$ cat src/rtl/segment_intersection_assert.svh
// Assertion macros for the segment intersection block
`ifndef SEGMENT_INTERSECTION_ASSERT_SVH
`define SEGMENT_INTERSECTION_ASSERT_SVH

// clocked check, switched off while reset is high
`define SI_ASSERT(lbl, prop, msg) \
   lbl: assert property (@(posedge clock) disable iff (reset) prop) else $error(msg);

// clocked implication, switched off while reset is high
`define SI_ASSERT_IMP(lbl, cond, prop, msg) \
   lbl: assert property (@(posedge clock) disable iff (reset) (cond) |-> (prop)) \
      else $error(msg);

`endif

$ cat src/rtl/si_pkg.sv
// Shared types and status codes for the segment intersection block
`timescale 1ns / 1ps
package si_pkg;

   typedef enum logic [1:0] {
      ST_HIT        = 2'd0,
      ST_ZERO_LEN   = 2'd1,
      ST_PARALLEL   = 2'd2,
      ST_OUTSIDE    = 2'd3
   } status_type;

   // control travelling alongside each item in the pipeline
   typedef struct packed {
      logic       valid;
      logic       zero_len;
      status_type status;
   } ctrl_type;

endpackage

$ cat src/rtl/si_div_stage.sv
// One step of the merged multiply-divide: quotient digit 0..2 per delta bit
`timescale 1ns / 1ps
module si_div_stage #(
   parameter int C = 32
) (
   input  logic              clock,
   input  logic              reset,
   input  si_pkg::ctrl_type  ctrl_in,
   input  logic [2*C+1:0]    na_in,
   input  logic [2*C+1:0]    den_in,
   input  logic [2*C+1:0]    rem_in   [2],
   input  logic [C-1:0]      quo_in   [2],
   input  logic [C-1:0]      dmag_in  [2],
   input  logic              neg_in   [2],
   input  logic [C-1:0]      base_in  [2],
   output si_pkg::ctrl_type  ctrl_out,
   output logic [2*C+1:0]    na_out,
   output logic [2*C+1:0]    den_out,
   output logic [2*C+1:0]    rem_out  [2],
   output logic [C-1:0]      quo_out  [2],
   output logic [C-1:0]      dmag_out [2],
   output logic              neg_out  [2],
   output logic [C-1:0]      base_out [2]
);
   localparam int MAG_W = 2 * C + 2;
   localparam int T_W   = MAG_W + 2;

   si_pkg::ctrl_type   ctrl_ff;
   logic [MAG_W-1:0]   na_ff, den_ff;
   logic [MAG_W-1:0]   rem_ff [2];
   logic [MAG_W-1:0]   rem_in_c [2];
   logic [C-1:0]       quo_ff [2], dmag_ff [2], base_ff [2];
   logic [C-1:0]       quo_in_c [2];
   logic               neg_ff [2];
   logic [T_W-1:0]     d1, d2;
   logic [T_W-1:0]     t [2];

   // rem = 2*rem + bit*na, then take out up to twice the denominator
   always_comb begin
      d1 = {2'b00, den_in};
      d2 = {1'b0, den_in, 1'b0};
      for (int k = 0; k < 2; k++) begin
         t[k] = {1'b0, rem_in[k], 1'b0} + (dmag_in[k][C-1] ? {2'b00, na_in} : '0);
         if (t[k] >= d2) begin
            rem_in_c[k] = MAG_W'(t[k] - d2);
            quo_in_c[k] = {quo_in[k][C-2:0], 1'b0} + C'(2);
         end else if (t[k] >= d1) begin
            rem_in_c[k] = MAG_W'(t[k] - d1);
            quo_in_c[k] = {quo_in[k][C-2:0], 1'b1};
         end else begin
            rem_in_c[k] = t[k][MAG_W-1:0];
            quo_in_c[k] = {quo_in[k][C-2:0], 1'b0};
         end
      end
   end

   always_ff @(posedge clock) begin
      if (reset) begin
         ctrl_ff <= '0;
      end else begin
         ctrl_ff <= ctrl_in;
      end
   end

   always_ff @(posedge clock) begin
      na_ff  <= na_in;
      den_ff <= den_in;
      for (int k = 0; k < 2; k++) begin
         rem_ff[k]  <= rem_in_c[k];
         quo_ff[k]  <= quo_in_c[k];
         dmag_ff[k] <= {dmag_in[k][C-2:0], 1'b0};
         neg_ff[k]  <= neg_in[k];
         base_ff[k] <= base_in[k];
      end
   end

   assign ctrl_out = ctrl_ff;
   assign na_out   = na_ff;
   assign den_out  = den_ff;
   assign rem_out  = rem_ff;
   assign quo_out  = quo_ff;
   assign dmag_out = dmag_ff;
   assign neg_out  = neg_ff;
   assign base_out = base_ff;

endmodule

$ cat config.mk
export PLATFORM = sky130hd
export DESIGN_NAME = si_div_stage
export DESIGN_NICKNAME = d
export VERILOG_FILES = /design/src/rtl/segment_intersection_assert.svh /design/src/rtl/si_pkg.sv /design/src/rtl/si_div_stage.sv
export SDC_FILE = /design/constraint.sdc
export NUM_CORES = 2
export LEC_CHECK = 0
export ABC_CLOCK_PERIOD_IN_PS = 21700
export CAP_MARGIN = 20
export CELL_PAD_IN_SITES_DETAIL_PLACEMENT = 0
export CELL_PAD_IN_SITES_GLOBAL_PLACEMENT = 1
export CORE_AREA = 2 2 358 360
export DETAILED_ROUTE_END_ITERATION = 7
export DIE_AREA = 0 0 360 362
export DONT_BUFFER_PORTS = 1
export GPL_ROUTABILITY_DRIVEN = 1
export PLACE_DENSITY_LB_ADDON = 0.2
export SETUP_SLACK_MARGIN = 0.2
export SYNTH_ARGS = -nofsm -noshare
export SYNTH_HDL_FRONTEND = slang
export SYNTH_SLANG_ARGS = --single-unit
$ cat constraint.sdc
create_clock -name clock -period 21.7 [get_ports clock]
set_input_delay 4.34 -clock clock [delete_from_list [all_inputs] [get_ports clock]]
set_output_delay 4.34 -clock clock [all_outputs]
set_load 0.05 [all_outputs]
==> results.ini <==
[place]
routabilityCongestion = 0.972
io_buffers = 0
dpl.hpwl_mm = 146

[timing]
final-setup-viol-count = 0
period_needed_ps = 12880
fmax_ghz = 0.0776
holdWs_ps = 3680
worstMarginPinSlew_ps = 1100
relSlewSlack = 0.260
rsz0062_at_grt = false
finalHoldViolCount = 0
final-max-slew-violation-count = 0
post-route-period-util = 0.594
setup_tns_ps = 0

[synth]
yosys.area.top_type = dfxtp_1
yosysWarnings = 0
ys_top_cells_by_area = dfxtp_1, ha_1, a21oi_1
synthArstFlopShare = 0
synth_edf_count = 0
seq_area_frac_synth = 0.244
synth_area_per_cell_um2 = 7.92
synth_area_um2 = 37700
yosysUniqueCellTypes = 93
synth_top_area_frac = 0.244
syn-instance-count = 4764
synth_seq_cells = 460
ys.flop_type = dfxtp_1

[drt]
vias = 36300
drc = 0
drtIter0Drc = 2986
wire_per_inst_um = 27.3
vias_per_cell = 5.71
ant_nets = 0
first_pass_iters = 6
drt-total-wl_mm = 173

[global_route]
grt_pass1_vias = 34000
grt_pass1_wl_mm = 243
grt_overflow_total = 0
grt_antenna_before_repair = 54
grt_max_degree = 90
grt_usage = 0.251

[clock_tree]
root_buffer = clkbuf_16
hold_buffers = 0
cts_buffers = 54
htreeDepth = 2
ctsResizeCount = 0
post_cts_buffers = 0
clkSlewWorstSetupHoldPaths_ps = 70
clock_sinks = 460
cts.path.max_buffers = 3
cts_tree = built

[worst_setup_path]
worstPathArrival_ps = 13420
startpoint = na_in[1]
start_kind = input port
endpoint = rem_out[102]
worstSetupPathType = in2reg
end_kind = register
critPathMaxFanout = 46
required_ps = 22230

[power]
p_per_area_nw_per_um2 = 114
leakage_nw = 17.6
p_sw_frac = 0.509
switching_power_mw = 2.39
clock_power_share = 0.209
p_comb_frac = 0.420
seqPwrFrac = 0.371
vdd_drop_max_mv = 0.0780
p_int_mw = 2.30

[floorplanning]
core_um2 = 127000
num_rows = 131
start_util = 0.298
die_height_um = 362
top_level_ports = 926
die_x_um = 360
die-area_um2 = 130000

[flow_run]
drv_cap = 0

[hold_path]
hold_path.class = in2reg
hold_start = na_in[3]

[run_status]
status = complete, no violations

[finish]
area_growth_pct = 8.58
final_layout_size_suffix_gt1_frac = 0.0355
finalNetCount = 5476

==> Yosys cell counts, types with 26 or more instances <==
master and count:
a211oi_1 45, a21o_1 219, a21oi_1 516, a31oi_1 56
and2_1 162, and3_1 61, clkbuf_1 186, dfxtp_1 460
ha_1 396, inv_1 183, mux2i_1 99, nand2_1 339
nand2b_1 53, nand3_1 155, nand4_1 132, nor2_1 266
nor2b_1 43, nor3_1 86, o211ai_1 44, o21a_1 48
o21ai_0 258, o21bai_1 82, o311ai_0 26, o31ai_1 27
xnor2_1 264, xor2_1 146
==> per-layer routing <==
metal  track usage  routed length [um]
met5             0                 136
met4        0.0933                6430
met3        0.0484               12600
met2         0.409               79500
met1         0.328               74600
==> per-stage QoR <==
step	utilization	worst slack (ps)	cell area [um^2]	instances	total power, mW
finish	0.323	8820	41000	6354	4.69
global route	0.323	8370	40900	6336	4.93
CTS	0.323	8970	40900	6316	4.70
detailed placement	0.307	8340	39000	6216	3.69
global placement	0.307	8330	39000	6216	3.72
floorplan	-	11230	37700	4765	3.09
==> cells by family after synthesis <==
group	count (synthesis)	synth area share
AO/OA/AOI/OAI	1552	0.263
XOR/XNOR	410	0.0952
adder cells (fa/ha/maj)	402	0.135
buffers and inverters	412	0.0450
flip-flops	460	0.244
multiplexers	101	0.0269
other	1	0.0000994
AND/OR/NAND/NOR	1426	0.192
==> area by class of cell <==
type                    count  area [um^2]
fillers                 13500        85700
multi-input cells        3893        26800
flip-flops and latches    460         9210
well taps                1662         2080
clock buffers              69         1490
inverters                 184          691
clock inverters            31          424
repair buffers             17          128
diodes                     38         95.1
==> how the worst min path moves through the flow <==
stage                         to  slack, ps  cells after the start
finish                 na_out[3]       3680                      0
detailed placement  dmag_out[30]       4370                      0
floorplan            base_out[0]       4370                      0
CTS                    na_out[3]       3630                      0
global route          den_out[8]       3660                      0
global placement    dmag_out[51]       4370                      0
==> registers in the layout (all words and copies together) (netlist names) <==
name,count
rem_out,132
na_out,66
den_out,66
ctrl_out,4
base_out,64
dmag_out,62
neg_out,2
quo_out,64
==> layout by cell type, fill, tap and decap left out, drive strengths merged, types with 17 or more instances in the layout <==
cell type  netlist  layout
a31oi           57      57
a211oi          47      47
nor2           267     267
xnor2          264     264
diode            0      38
nand4          132     132
o31ai           27      27
nand3          156     156
o21bai          82      82
or3             23      23
a221oi          22      22
mux2i           99      99
inv            183     191
xor2           146     146
nand2          339     339
nor2b           43      43
nor4            19      19
clkbuf         187      69
ha             396     396
o21ai          282     282
nor3            87      87
o211ai          44      44
and2           164     164
buf             41      17
a21oi          516     516
o311ai          27      27
a21o           220     220
dfxtp          460     460
and3            61      61
o21a            48      48
nand2b          53      53
or2             23      23
==> worst max-delay path: stages <==
cell and delay, ps:
and2_1 150, ha_1 220, fa_1 440, a211oi_1 250
o21bai_1 170, o211ai_1 530, a2111oi_0 290, nor4_1 910
o41ai_1 270, a221oi_1 760, o21ai_0 210, xor2_1 350
ha_1 370, a21o_1 180, a21o_1 160, a21oi_1 300
nand3_1 130, a21oi_1 150, a211oi_1 70, nor3_1 710
o21ai_0 350, nor2_4 480, buf_4 460, buf_4 560
nand2_1 140, o221ai_1 360
==> power groups by stage <==
stage	logic, mW	registers, mW	clock network (mW)
floorplan	1.43	1.65	0
global placement	1.94	1.77	0
detailed placement	1.92	1.77	0
CTS	1.94	1.75	1.01
global route	2.15	1.74	1.03
finish	1.97	1.74	0.982
No activity file was read; power rests on OpenSTA's default activity.
